[src/sv/stt_pkg.sv]
`timescale 1ns / 1ps
`default_nettype none
// ---------------------------------------------------------------------------
// stt_pkg - shared types and constants of the source text tokeniser
// Token record, push bundle, scan modes, kind codes and character tests.
// ---------------------------------------------------------------------------
package stt_pkg;

	localparam int OFFSET_BITS      = 32;
	localparam int LENGTH_BITS      = 16;
	localparam int KEYWORD_CHARS    = 6;
	localparam int FLOAT_INT_DIGITS = 309;

	localparam int KW_W    = 8 * KEYWORD_CHARS;
	localparam int LEN_EXT = (LENGTH_BITS > 16) ? LENGTH_BITS : 16;
	localparam int SIG_W   = 10;

	typedef enum logic [2:0] {
		M_IDLE, M_MINUS, M_WORD, M_NUMBER, M_STRING, M_GARBAGE
	} scan_mode_t;

	localparam logic [4:0] K_END   = 5'd0;
	localparam logic [4:0] K_MINUS = 5'd12;
	localparam logic [4:0] K_ARROW = 5'd13;
	localparam logic [4:0] K_IDENT = 5'd14;
	localparam logic [4:0] K_KW0   = 5'd15;
	localparam logic [4:0] K_INT   = 5'd26;
	localparam logic [4:0] K_DEC   = 5'd27;
	localparam logic [4:0] K_STR   = 5'd28;
	localparam logic [4:0] K_GARB  = 5'd29;

	// number and string flag bits
	localparam int F_POINT = 0;
	localparam int F_FRAC  = 1;
	localparam int F_OVER  = 2;
	localparam int F_ESC   = 3;

	localparam int NUM_KW = 11;
	localparam logic [63:0] KW_PACK [0:NUM_KW-1] = '{
		64'h74727565, 64'h66616c7365, 64'h693634, 64'h663634, 64'h626f6f6c,
		64'h737472696e67, 64'h666e, 64'h6c6574, 64'h72657475726e, 64'h6966,
		64'h656c7365
	};
	localparam int KW_LEN [0:NUM_KW-1] = '{4, 5, 3, 3, 4, 6, 2, 3, 6, 2, 4};

	typedef struct packed {
		logic [4:0]  kind;
		logic [31:0] off;
		logic [15:0] len;
		logic [23:0] line;
		logic [15:0] col;
		logic        last;
	} token_t;

	typedef struct packed {
		logic   v0;
		logic   v1;
		token_t t0;
		token_t t1;
	} push_t;

	function automatic logic is_ws(input logic [7:0] b);
		return (b == 8'd32) || (b >= 8'd9 && b <= 8'd13);
	endfunction

	function automatic logic is_digit(input logic [7:0] b);
		return b >= "0" && b <= "9";
	endfunction

	function automatic logic is_alpha(input logic [7:0] b);
		return (b >= "a" && b <= "z") || (b >= "A" && b <= "Z");
	endfunction

	// zero when the byte is no single-character punctuator
	function automatic logic [4:0] punct_kind(input logic [7:0] b);
		logic [4:0] k;
		case (b)
			"+": k = 5'd1;
			"*": k = 5'd2;
			"/": k = 5'd3;
			":": k = 5'd4;
			";": k = 5'd5;
			"=": k = 5'd6;
			"(": k = 5'd7;
			")": k = 5'd8;
			"{": k = 5'd9;
			"}": k = 5'd10;
			",": k = 5'd11;
			default: k = K_END;
		endcase
		return k;
	endfunction

endpackage
`default_nettype wire

[src/sv/stt_if.sv]
`timescale 1ns / 1ps
`default_nettype none
// ---------------------------------------------------------------------------
// stt_byte_if / stt_token_if - channels of the source text tokeniser
// Valid/ready channels for source bytes and for tokens.
// ---------------------------------------------------------------------------
interface stt_byte_if;
	logic       valid;
	logic       ready;
	logic [7:0] source_byte;
	logic       end_of_input;
	modport source (output valid, source_byte, end_of_input, input ready);
	modport sink (input valid, source_byte, end_of_input, output ready);
endinterface

interface stt_token_if;
	logic        valid;
	logic        ready;
	logic [4:0]  token_kind;
	logic [31:0] start_offset;
	logic [15:0] text_length;
	logic [23:0] start_line;
	logic [15:0] start_column;
	logic        last_of_run;
	modport source (output valid, token_kind, start_offset, text_length, start_line,
		start_column, last_of_run, input ready);
	modport sink (input valid, token_kind, start_offset, text_length, start_line,
		start_column, last_of_run, output ready);
endinterface
`default_nettype wire

[src/sv/stt_scanner.sv]
`timescale 1ns / 1ps
`default_nettype none
// ---------------------------------------------------------------------------
// stt_scanner - input register and scanner state
// Holds one byte beat, updates the scan state and yields up to two tokens.
// ---------------------------------------------------------------------------
module stt_scanner import stt_pkg::*; (
	input  wire logic clk,
	input  wire logic arst_n,
	stt_byte_if.sink  in_bytes,
	input  wire logic space_ok,
	output push_t     push
);

	logic       valid_s1;
	logic [7:0] byte_s1;
	logic       eoi_s1;
	logic       fire;

	scan_mode_t             mode_q, mode_d;
	logic [OFFSET_BITS-1:0] offset_q, offset_d, org_off_q, org_off_d;
	logic [23:0]            line_q, line_d, org_line_q, org_line_d;
	logic [15:0]            col_q, col_d, org_col_q, org_col_d;
	logic [LENGTH_BITS-1:0] tlen_q, tlen_d;
	logic [KW_W-1:0]        kw_q, kw_d;
	logic                   wtl_q, wtl_d;
	logic [63:0]            ival_q, ival_d;
	logic [3:0]             flags_q, flags_d;
	logic [SIG_W-1:0]       sig_q, sig_d;

	localparam logic [LENGTH_BITS-1:0] LEN_MAX = '1;

	assign fire           = valid_s1 && space_ok;
	assign in_bytes.ready = !valid_s1 || space_ok;

	always_ff @(posedge clk or negedge arst_n) begin
		if (!arst_n) begin
			valid_s1 <= 1'b0;
		end else if (in_bytes.valid && in_bytes.ready) begin
			valid_s1 <= 1'b1;
		end else if (fire) begin
			valid_s1 <= 1'b0;
		end
	end

	always_ff @(posedge clk) begin
		if (in_bytes.valid && in_bytes.ready) begin
			byte_s1 <= in_bytes.source_byte;
			eoi_s1  <= in_bytes.end_of_input;
		end
	end

	function automatic token_t mk_tok(input logic [4:0] k, input logic [OFFSET_BITS-1:0] o,
		input logic [LEN_EXT-1:0] l, input logic [23:0] ln, input logic [15:0] c);
		token_t t;
		t.kind = k;
		t.off  = 32'(o);
		t.len  = (l > LEN_EXT'(16'hFFFF)) ? 16'hFFFF : 16'(l);
		t.line = ln;
		t.col  = c;
		t.last = 1'b0;
		return t;
	endfunction

	// keyword lookup over the held window
	logic [4:0] word_kind;
	always_comb begin
		word_kind = K_IDENT;
		if (!wtl_q) begin
			for (int i = NUM_KW - 1; i >= 0; i--) begin
				if (tlen_q == LENGTH_BITS'(KW_LEN[i]) && kw_q == KW_W'(KW_PACK[i]))
					word_kind = K_KW0 + 5'(i);
			end
		end
	end

	logic [4:0] num_kind;
	always_comb begin
		if (flags_q[F_POINT]) begin
			if (!flags_q[F_FRAC] || sig_q > SIG_W'(FLOAT_INT_DIGITS)) num_kind = K_GARB;
			else num_kind = K_DEC;
		end else begin
			num_kind = flags_q[F_OVER] ? K_GARB : K_INT;
		end
	end

	// token that closing the pending run gives
	token_t fin_tok;
	always_comb begin
		logic [4:0]         k;
		logic [LEN_EXT-1:0] l;
		l = LEN_EXT'(tlen_q);
		case (mode_q)
			M_MINUS: begin
				k = K_MINUS;
				l = LEN_EXT'(1);
			end
			M_WORD:   k = word_kind;
			M_NUMBER: k = num_kind;
			M_STRING: begin
				k = K_GARB;
				if (flags_q[F_ESC] && tlen_q < LEN_MAX) l = LEN_EXT'(tlen_q) + LEN_EXT'(1);
			end
			default: k = K_GARB;
		endcase
		fin_tok = mk_tok(k, org_off_q, l, org_line_q, org_col_q);
	end

	// digit accumulation
	logic [3:0]  dig;
	logic [67:0] ten_v;
	assign dig   = 4'(byte_s1 - 8'd48);
	assign ten_v = {1'b0, ival_q, 3'b0} + {3'b0, ival_q, 1'b0} + 68'(dig);

	logic [4:0] pk;
	assign pk = punct_kind(byte_s1);

	logic   first_v, second_v;
	token_t first_t, second_t;

	always_comb begin
		logic do_fin, do_beg;
		mode_d = mode_q;  offset_d = offset_q;  line_d = line_q;  col_d = col_q;
		org_off_d = org_off_q;  org_line_d = org_line_q;  org_col_d = org_col_q;
		tlen_d = tlen_q;  kw_d = kw_q;  wtl_d = wtl_q;  ival_d = ival_q;
		flags_d = flags_q;  sig_d = sig_q;
		first_v = 1'b0;  second_v = 1'b0;
		first_t = fin_tok;  second_t = fin_tok;
		do_fin = 1'b0;  do_beg = 1'b0;

		if (eoi_s1 || byte_s1 == 8'd0) begin
			first_v  = (mode_q != M_IDLE);
			second_v = 1'b1;
			second_t = mk_tok(K_END, offset_q, '0, line_q, col_q);
			mode_d = M_IDLE;  offset_d = '0;  line_d = 24'd1;  col_d = 16'd1;
			org_off_d = '0;  org_line_d = '0;  org_col_d = '0;  tlen_d = '0;
			kw_d = '0;  wtl_d = 1'b0;  ival_d = '0;  flags_d = '0;  sig_d = '0;
		end else begin
			case (mode_q)
				M_MINUS: begin
					if (byte_s1 == ">") begin
						second_v = 1'b1;
						second_t = mk_tok(K_ARROW, org_off_q, LEN_EXT'(2), org_line_q, org_col_q);
						mode_d = M_IDLE;
					end else begin
						do_fin = 1'b1;  do_beg = 1'b1;
					end
				end
				M_WORD: begin
					if (is_alpha(byte_s1) || is_digit(byte_s1) || byte_s1 == "_") begin
						if (tlen_q < LENGTH_BITS'(KEYWORD_CHARS)) kw_d = {kw_q[KW_W-9:0], byte_s1};
						else wtl_d = 1'b1;
						if (tlen_q < LEN_MAX) tlen_d = tlen_q + 1'b1;
					end else begin
						do_fin = 1'b1;  do_beg = 1'b1;
					end
				end
				M_NUMBER: begin
					if (is_digit(byte_s1)) begin
						if (flags_q[F_POINT]) begin
							flags_d[F_FRAC] = 1'b1;
						end else begin
							if (!flags_q[F_OVER]) begin
								if (ten_v > 68'h7FFF_FFFF_FFFF_FFFF) flags_d[F_OVER] = 1'b1;
								else ival_d = ten_v[63:0];
							end
							if ((dig != 4'd0 || sig_q != '0) && sig_q != '1) sig_d = sig_q + 1'b1;
						end
						if (tlen_q < LEN_MAX) tlen_d = tlen_q + 1'b1;
					end else if (byte_s1 == "." && !flags_q[F_POINT]) begin
						flags_d[F_POINT] = 1'b1;
						if (tlen_q < LEN_MAX) tlen_d = tlen_q + 1'b1;
					end else begin
						do_fin = 1'b1;  do_beg = 1'b1;
					end
				end
				M_STRING: begin
					if (flags_q[F_ESC]) begin
						flags_d[F_ESC] = 1'b0;
						if (tlen_q < LEN_MAX) tlen_d = tlen_q + 1'b1;
					end else if (byte_s1 == "\"") begin
						second_v = 1'b1;
						second_t = mk_tok(K_STR, org_off_q + 1'b1, LEN_EXT'(tlen_q),
							org_line_q, org_col_q);
						mode_d = M_IDLE;
					end else begin
						if (byte_s1 == "\\") flags_d[F_ESC] = 1'b1;
						if (tlen_q < LEN_MAX) tlen_d = tlen_q + 1'b1;
					end
				end
				M_GARBAGE: begin
					if (is_ws(byte_s1)) do_fin = 1'b1;
					else if (tlen_q < LEN_MAX) tlen_d = tlen_q + 1'b1;
				end
				default: do_beg = 1'b1;
			endcase

			if (do_fin) begin
				first_v = 1'b1;
				mode_d  = M_IDLE;
			end
			if (do_beg && !is_ws(byte_s1)) begin
				org_off_d = offset_q;  org_line_d = line_q;  org_col_d = col_q;
				tlen_d = LENGTH_BITS'(1);
				if (pk != K_END) begin
					second_v = 1'b1;
					second_t = mk_tok(pk, offset_q, LEN_EXT'(1), line_q, col_q);
				end else if (byte_s1 == "-") begin
					mode_d = M_MINUS;
				end else if (is_alpha(byte_s1) || byte_s1 == "_") begin
					mode_d = M_WORD;
					kw_d   = KW_W'(byte_s1);
					wtl_d  = 1'b0;
				end else if (is_digit(byte_s1)) begin
					mode_d  = M_NUMBER;
					flags_d = '0;
					ival_d  = 64'(dig);
					sig_d   = (dig != 4'd0) ? SIG_W'(1) : '0;
				end else if (byte_s1 == "\"") begin
					mode_d  = M_STRING;
					tlen_d  = '0;
					flags_d = '0;
				end else begin
					mode_d = M_GARBAGE;
				end
			end

			// advance position
			if (byte_s1 == 8'd10) begin
				if (line_q != 24'hFFFFFF) line_d = line_q + 1'b1;
				col_d = 16'd1;
			end else if (col_q != 16'hFFFF) begin
				col_d = col_q + 1'b1;
			end
			offset_d = offset_q + 1'b1;
		end
	end

	always_comb begin
		push = '0;
		if (first_v) begin
			push.v0 = fire;
			push.t0 = first_t;
			push.v1 = fire && second_v;
			push.t1 = second_t;
			push.t0.last = !second_v;
			push.t1.last = 1'b1;
		end else begin
			push.v0 = fire && second_v;
			push.t0 = second_t;
			push.t0.last = 1'b1;
			push.t1 = second_t;
		end
	end

	always_ff @(posedge clk or negedge arst_n) begin
		if (!arst_n) begin
			mode_q <= M_IDLE;  offset_q <= '0;  line_q <= 24'd1;  col_q <= 16'd1;
			org_off_q <= '0;  org_line_q <= '0;  org_col_q <= '0;  tlen_q <= '0;
			kw_q <= '0;  wtl_q <= 1'b0;  ival_q <= '0;  flags_q <= '0;  sig_q <= '0;
		end else if (fire) begin
			mode_q <= mode_d;  offset_q <= offset_d;  line_q <= line_d;  col_q <= col_d;
			org_off_q <= org_off_d;  org_line_q <= org_line_d;  org_col_q <= org_col_d;
			tlen_q <= tlen_d;  kw_q <= kw_d;  wtl_q <= wtl_d;  ival_q <= ival_d;
			flags_q <= flags_d;  sig_q <= sig_d;
		end
	end

endmodule
`default_nettype wire

[src/sv/stt_token_fifo.sv]
`timescale 1ns / 1ps
`default_nettype none
// ---------------------------------------------------------------------------
// stt_token_fifo - four-entry token queue
// Takes up to two tokens a cycle, pops one a cycle when the sink is ready.
// ---------------------------------------------------------------------------
module stt_token_fifo import stt_pkg::*; (
	input  wire logic    clk,
	input  wire logic    arst_n,
	input  push_t        push,
	output logic         space_ok,
	stt_token_if.source  tokens
);

	token_t     mem_q [0:3];
	logic [1:0] rd_q, wr_q;
	logic [2:0] cnt_q;
	logic       pop;
	logic [1:0] npush;

	assign space_ok = cnt_q <= 3'd2;
	assign pop      = tokens.valid && tokens.ready;
	assign npush    = 2'(push.v0) + 2'(push.v1);

	always_ff @(posedge clk) begin
		if (push.v0) mem_q[wr_q] <= push.t0;
		if (push.v1) mem_q[wr_q + 2'd1] <= push.t1;
	end

	always_ff @(posedge clk or negedge arst_n) begin
		if (!arst_n) begin
			rd_q  <= '0;
			wr_q  <= '0;
			cnt_q <= '0;
		end else begin
			wr_q  <= wr_q + npush;
			rd_q  <= rd_q + 2'(pop);
			cnt_q <= cnt_q + 3'(npush) - 3'(pop);
		end
	end

	assign tokens.valid        = cnt_q != 3'd0;
	assign tokens.token_kind   = mem_q[rd_q].kind;
	assign tokens.start_offset = mem_q[rd_q].off;
	assign tokens.text_length  = mem_q[rd_q].len;
	assign tokens.start_line   = mem_q[rd_q].line;
	assign tokens.start_column = mem_q[rd_q].col;
	assign tokens.last_of_run  = mem_q[rd_q].last;

endmodule
`default_nettype wire

[src/sv/source_text_tokenizer.sv]
`timescale 1ns / 1ps
`default_nettype none
// ---------------------------------------------------------------------------
// source_text_tokenizer - streaming tokeniser for source text
// Turns a byte stream into tokens with kind, offset, length, line and column.
// ---------------------------------------------------------------------------
//  channel    dir  beat carries
//  in_bytes   in   source_byte, end_of_input
//  tokens     out  token_kind, start_offset, text_length, start_line,
//                  start_column, last_of_run
//
//  One byte beat a cycle while the queue has room: the scanner register
//  takes a beat, short logic updates the scan state and writes zero to two
//  tokens into a four-entry queue, from which they are offered. The scanner
//  register holds its beat while the queue has fewer than two free slots;
//  the queue drain of one token a cycle sets the sustained rate. Reset
//  clears scan state and the queue at once; a stalled token sink holds the
//  head token and backs up into in_bytes.
// ---------------------------------------------------------------------------
module source_text_tokenizer import stt_pkg::*; (
	input  wire logic   clk,
	input  wire logic   arst_n,
	stt_byte_if.sink    in_bytes,
	stt_token_if.source tokens
);

	push_t push;
	logic  space_ok;

	// scan one byte per beat
	stt_scanner u_scan (
		.clk      (clk),
		.arst_n   (arst_n),
		.in_bytes (in_bytes),
		.space_ok (space_ok),
		.push     (push)
	);

	// queue tokens towards the sink
	stt_token_fifo u_fifo (
		.clk      (clk),
		.arst_n   (arst_n),
		.push     (push),
		.space_ok (space_ok),
		.tokens   (tokens)
	);

endmodule
`default_nettype wire

[src/flat_wrapper.sv]
// flat-port wrapper written by rule: the top's interface ports become plain ports
module source_text_tokenizer_flat import stt_pkg::*;
  (clk, arst_n, in_bytes_valid, in_bytes_source_byte, in_bytes_end_of_input, in_bytes_ready, tokens_valid, tokens_token_kind, tokens_start_offset, tokens_text_length, tokens_start_line, tokens_start_column, tokens_last_of_run, tokens_ready);
  stt_byte_if in_bytes_i ();
  stt_token_if tokens_i ();
  input  wire logic clk;
  input  wire logic arst_n;
  input wire logic [$bits(in_bytes_i.valid)-1:0] in_bytes_valid;
  input wire logic [$bits(in_bytes_i.source_byte)-1:0] in_bytes_source_byte;
  input wire logic [$bits(in_bytes_i.end_of_input)-1:0] in_bytes_end_of_input;
  output wire logic [$bits(in_bytes_i.ready)-1:0] in_bytes_ready;
  output wire logic [$bits(tokens_i.valid)-1:0] tokens_valid;
  output wire logic [$bits(tokens_i.token_kind)-1:0] tokens_token_kind;
  output wire logic [$bits(tokens_i.start_offset)-1:0] tokens_start_offset;
  output wire logic [$bits(tokens_i.text_length)-1:0] tokens_text_length;
  output wire logic [$bits(tokens_i.start_line)-1:0] tokens_start_line;
  output wire logic [$bits(tokens_i.start_column)-1:0] tokens_start_column;
  output wire logic [$bits(tokens_i.last_of_run)-1:0] tokens_last_of_run;
  input wire logic [$bits(tokens_i.ready)-1:0] tokens_ready;
  assign in_bytes_i.valid = in_bytes_valid;
  assign in_bytes_i.source_byte = in_bytes_source_byte;
  assign in_bytes_i.end_of_input = in_bytes_end_of_input;
  assign in_bytes_ready = in_bytes_i.ready;
  assign tokens_valid = tokens_i.valid;
  assign tokens_token_kind = tokens_i.token_kind;
  assign tokens_start_offset = tokens_i.start_offset;
  assign tokens_text_length = tokens_i.text_length;
  assign tokens_start_line = tokens_i.start_line;
  assign tokens_start_column = tokens_i.start_column;
  assign tokens_last_of_run = tokens_i.last_of_run;
  assign tokens_i.ready = tokens_ready;
  source_text_tokenizer u_core (.clk(clk), .arst_n(arst_n), .in_bytes(in_bytes_i), .tokens(tokens_i));
endmodule
[config.mk]
export PLATFORM = sky130hd
export DESIGN_NAME = source_text_tokenizer_flat
export DESIGN_NICKNAME = d
export VERILOG_FILES = /design/src/sv/stt_pkg.sv /design/src/sv/stt_if.sv /design/src/sv/stt_scanner.sv /design/src/sv/stt_token_fifo.sv /design/src/sv/source_text_tokenizer.sv /design/src/flat_wrapper.sv
export SDC_FILE = /design/constraint.sdc
export NUM_CORES = 2
export LEC_CHECK = 0
export ABC_AREA = 1
export BUFFER_PORTS_ARGS = -buffer_cell sky130_fd_sc_hd__buf_2
export CORE_AREA = 2 2 397 242
export CTS_CLUSTER_DIAMETER = 200
export DETAILED_ROUTE_END_ITERATION = 6
export DIE_AREA = 0 0 399 244
export MAX_ROUTING_LAYER = met4
export PLACE_DENSITY = 0.79
export REMOVE_ABC_BUFFERS = 1
export SYNTH_ARGS = -nofsm -noshare
export SYNTH_HDL_FRONTEND = slang
export SYNTH_HIERARCHICAL = 1
export SYNTH_SLANG_ARGS = --single-unit
[constraint.sdc]
create_clock -name clk -period 15.7 [get_ports clk]
set_clock_uncertainty 0.05 [all_clocks]
set_input_delay 0 -clock clk [delete_from_list [all_inputs] [get_ports clk]]
set_output_delay 0 -clock clk [all_outputs]
set_load 0.01 [all_outputs]
==> results.md <==
- Buffers on Ports: 108
- TritonCTS buffer count: 71
- Commonest non-fill, non-tap cell in the layout: nand2_1
- Worst path most repeated cell: nand2_4
- Run status: finished, violations left
- Synth Cell Area: 47,400 sq um
- Logic pwr share: 44.5%
- Critical Path Sink Type: flop
- Ys async rst share: 43.6%
- Yosys warning count: 6
- Resized cells post-CTS: 0
- Die Height: 244 microns
- Synthesized flop and latch total: 683
- Mapped Cells: 6,714
- MaxCap Viol Count: 0
- Crit-path max cell delay: 950 ps
- Cell Rows: 87
- Max clock buf depth: 3
- Final hold violations: 19
- EDFF count, synth: 385
- Violated checks: hold timing
- Clk pwr share: 22.6%
- Sw power: 3.71 mW
- VDD IR max: 178 uV
- Min Clock Period, post-route: 7120 ps
- TritonCTS clock tree: done
- Layout fillers: 8,781
- Mean Syn Cell Area: 7.06 sq um
- Hold_ws: -29.6 ps
- Slew @ Worst Pin: 1300 ps
- First-pass GRT wire length: 242,000 microns
- Final setup TNS: 0 ps
- Synth Flop Type: edfxtp_1
- Antenna diode count: 0
- CP Cell Sequence: nand2_2 > nor2_2 > nor2_1 > nand2_4 > inv_4 > nor3_2 > nor2_2 > nand2_2 > nand2_4 > nor2_4 > inv_2 > nand2_4 > inv_2 > nand3_1 > nand2_1 > nor2_4 > buf_4 > nand2_4 > nand2_4 > buf_4
- Layout cells sized above 1: 6.02%
- CP startpoint kind: flop
- Die ar.: 97,400 sq um
- DP Cell Count: 7,778
- Crit path arrival time: 7360 ps
- Leakage power: 24.1 nW
- Initial Util: 50.8%
- RePlAce Congestion: 1.05
- Slew headroom: 13.2%
- Crit path max fanout: 60
- Final Non-Filler Cells: 7,923
- Layout area overhead: 7.22%
- Largest net degree at the start of global routing: 113
- Initial DRC Count: 6,784
- WP buf/inv: 5
- Vias in the first global route: 41,700
- Clock net sink count: 683
- Setup Viol. Count Final: 0
- Worst-Skew Late Latency: 670 ps
- RSZ-0062 raised after global routing: false
- Initial antenna violation count: 3
- Via count: 46,300
- Routed length per instance: 19.7 microns
- Crit-path leading delay family: simple AND/OR/NAND/NOR gates
- Sw Share: 47.2%
- Total GRT Usage: 32.4%
- Pwr per Cell Area: 154 nW/um^2
- Register area share after synthesis: 40.1%
- Core area: 93,400 sq um
- Total gr overflow: 0
- Clock H-tree levels: 3
- Crit path kind: flop to flop
- # IOs: 109
- Most frequent cells in the layout: 2,274 x nand2_1, 969 x inv_1, 490 x nand3_1
- Worst Path Required: 15,940 ps
- Clock Tree Root: clkbuf_16
- Fmax achieved: 141 MHz
- Register share of total power: 32.9%
- Period utilization: 45.3%
- Clk slew on worst S/H paths: 70 ps
- Vias/cell: 5.84
- Die W: 399 microns
- Slowest CP cell: nand2_4
- HPWL Detailed: 104,000 microns
- Post-layout nets: 6,779
- Final Max Tran Viols: 0
- Routed Antenna Nets: 0
- Post-route DRC: 0
- DR pass1 iterations: 6
- Hold crit path type: input pin to asynchronous set/reset pin
- Yosys cell types: 72
- Drt total wl: 156,000 microns
- Internal: 4.14 mW
[worst paths after layout]
kind | startpoint | end | slack [ps] | cells after the start
max in group asynchronous | arst_n | u_core/u_scan/org_off_q[24]$_DFFE_PN0P_ | 13280 | 4
min in group clk | in_bytes_end_of_input | u_core/u_scan/eoi_s1$_DFFE_PP_ | 60 | 2
hold reg to reg | u_core/u_scan/col_q[0]$_DFFE_PN1P_ | u_core/u_scan/col_q[0]$_DFFE_PN1P_ | 480 | 2
setup reg to reg | u_core/u_scan/byte_s1[3]$_DFFE_PP_ | u_core/u_fifo/mem_q[1][68]$_DFFE_PP_ | 8580 | 20
setup / recovery | u_core/u_scan/byte_s1[3]$_DFFE_PP_ | u_core/u_fifo/mem_q[1][68]$_DFFE_PP_ | 8580 | 20
hold / removal | arst_n | u_core/u_scan/ival_q[50]$_DFFE_PN0P_ | -30 | 2
[final cells by class]
cell class	instances	area, sq um	share of cell area (%)
inverter	1017	3840	7.55
multi-input combinational	4683	23000	45.3
timing repair buffer	162	988	1.94
tap	1246	1560	3.07
sequential	683	19000	37.4
clock inverter	29	329	0.647
clock buffer	103	2050	4.03
[power groups by stage]
stage          logic (mW)  registers [mW]  clock network [mW]
6_report             3.50            2.58                1.77
4_1_cts              3.40            2.57                1.79
3_5_place_dp         3.38            2.60                   0
2_1_floorplan        1.99            2.61                   0
5_1_grt              3.76            2.61                1.86
3_3_place_gp         3.32            2.59                   0
[cells in the mapped netlist, types with 7 or more instances]
master    count  area share (%)
a31oi_1      13            0.17
nor2_4        7            0.17
buf_2       127             1.3
a21o_1        7            0.11
buf_4        33            0.52
buf_6        13            0.31
or2_2        18            0.24
nor4_1       37            0.49
and3_1        8            0.11
o31ai_1      13            0.21
nand4_1     245             3.2
o21ai_1     141             1.5
xnor2_1      38            0.70
edfxtp_1    385              24
inv_2        38            0.30
clkbuf_1    137             1.1
o211ai_1     15            0.24
nor3_1       88            0.93
o21bai_1     35            0.55
inv_1       971             7.7
nand2_1    2280              18
o22ai_1     118             1.6
nor3_2        8            0.17
dfrtp_1     296              16
nand2_2      14            0.18
a21oi_1     174             1.8
nor2_2       15            0.20
nor2_1      309             2.4
buf_1        20            0.16
nand3_1     490             5.2
xor2_1       71             1.3
a22oi_1      12            0.19
o21ai_0     314             3.3
ha_1        145             3.8
[sequential cells by signal, indices dropped and copies added, names as in the netlist, 4 cells and up]
register	cells
u_core/u_fifo/mem_q	376
u_core/u_scan/byte_s1	8
u_core/u_scan/col_q	16
u_core/u_scan/flags_q	4
u_core/u_scan/ival_q	64
u_core/u_scan/kw_q	48
u_core/u_scan/line_q	24
u_core/u_scan/offset_q	32
u_core/u_scan/org_col_q	16
u_core/u_scan/org_line_q	24
u_core/u_scan/org_off_q	32
u_core/u_scan/sig_q	10
u_core/u_scan/tlen_q	16
[metal layers]
layer  vias up  wire, microns  global-route usage [%]
li1      21600              -                       -
met1     21400          69500                    49.6
met2      2997          59900                    41.8
met3       254          22800                    8.54
met4         0           3530                    7.80
met5         -              0                       -
[metrics by stage]
step	hold slack (ps)	power [mW]	utilization (%)	worst slack, ps	area, sq um
after floorplan	-346	4.60	-	-4700	45800
after global placement	79.5	5.91	51.7	8920	48300
after detailed placement	84.9	5.98	51.7	8790	48300
after CTS	7.35	7.76	54.4	8750	50800
after global routing	63.8	8.23	54.4	8290	50800
final	-29.6	7.85	54.4	8580	50800
[logic make-up (layout without fill, tap and decap cells)]
family	count (synthesis)	in the layout	share of synthesized area [%]
buffers and inverters	1348	1311	11.5
flip-flops	683	683	40.1
adder cells (fa/ha/maj)	148	148	3.95
AND/OR/NAND/NOR	3548	3548	32.1
XOR/XNOR	109	109	2.01
AO/OA/AOI/OAI	878	878	10.3
[what timing repair did]
action | CTS | global route
endpoints found under the hold margin | 121 | 0
hold buffers | 13 | 0
buffers inserted | 0 | 0
Note: power is estimated with default switching activity, not from simulation.
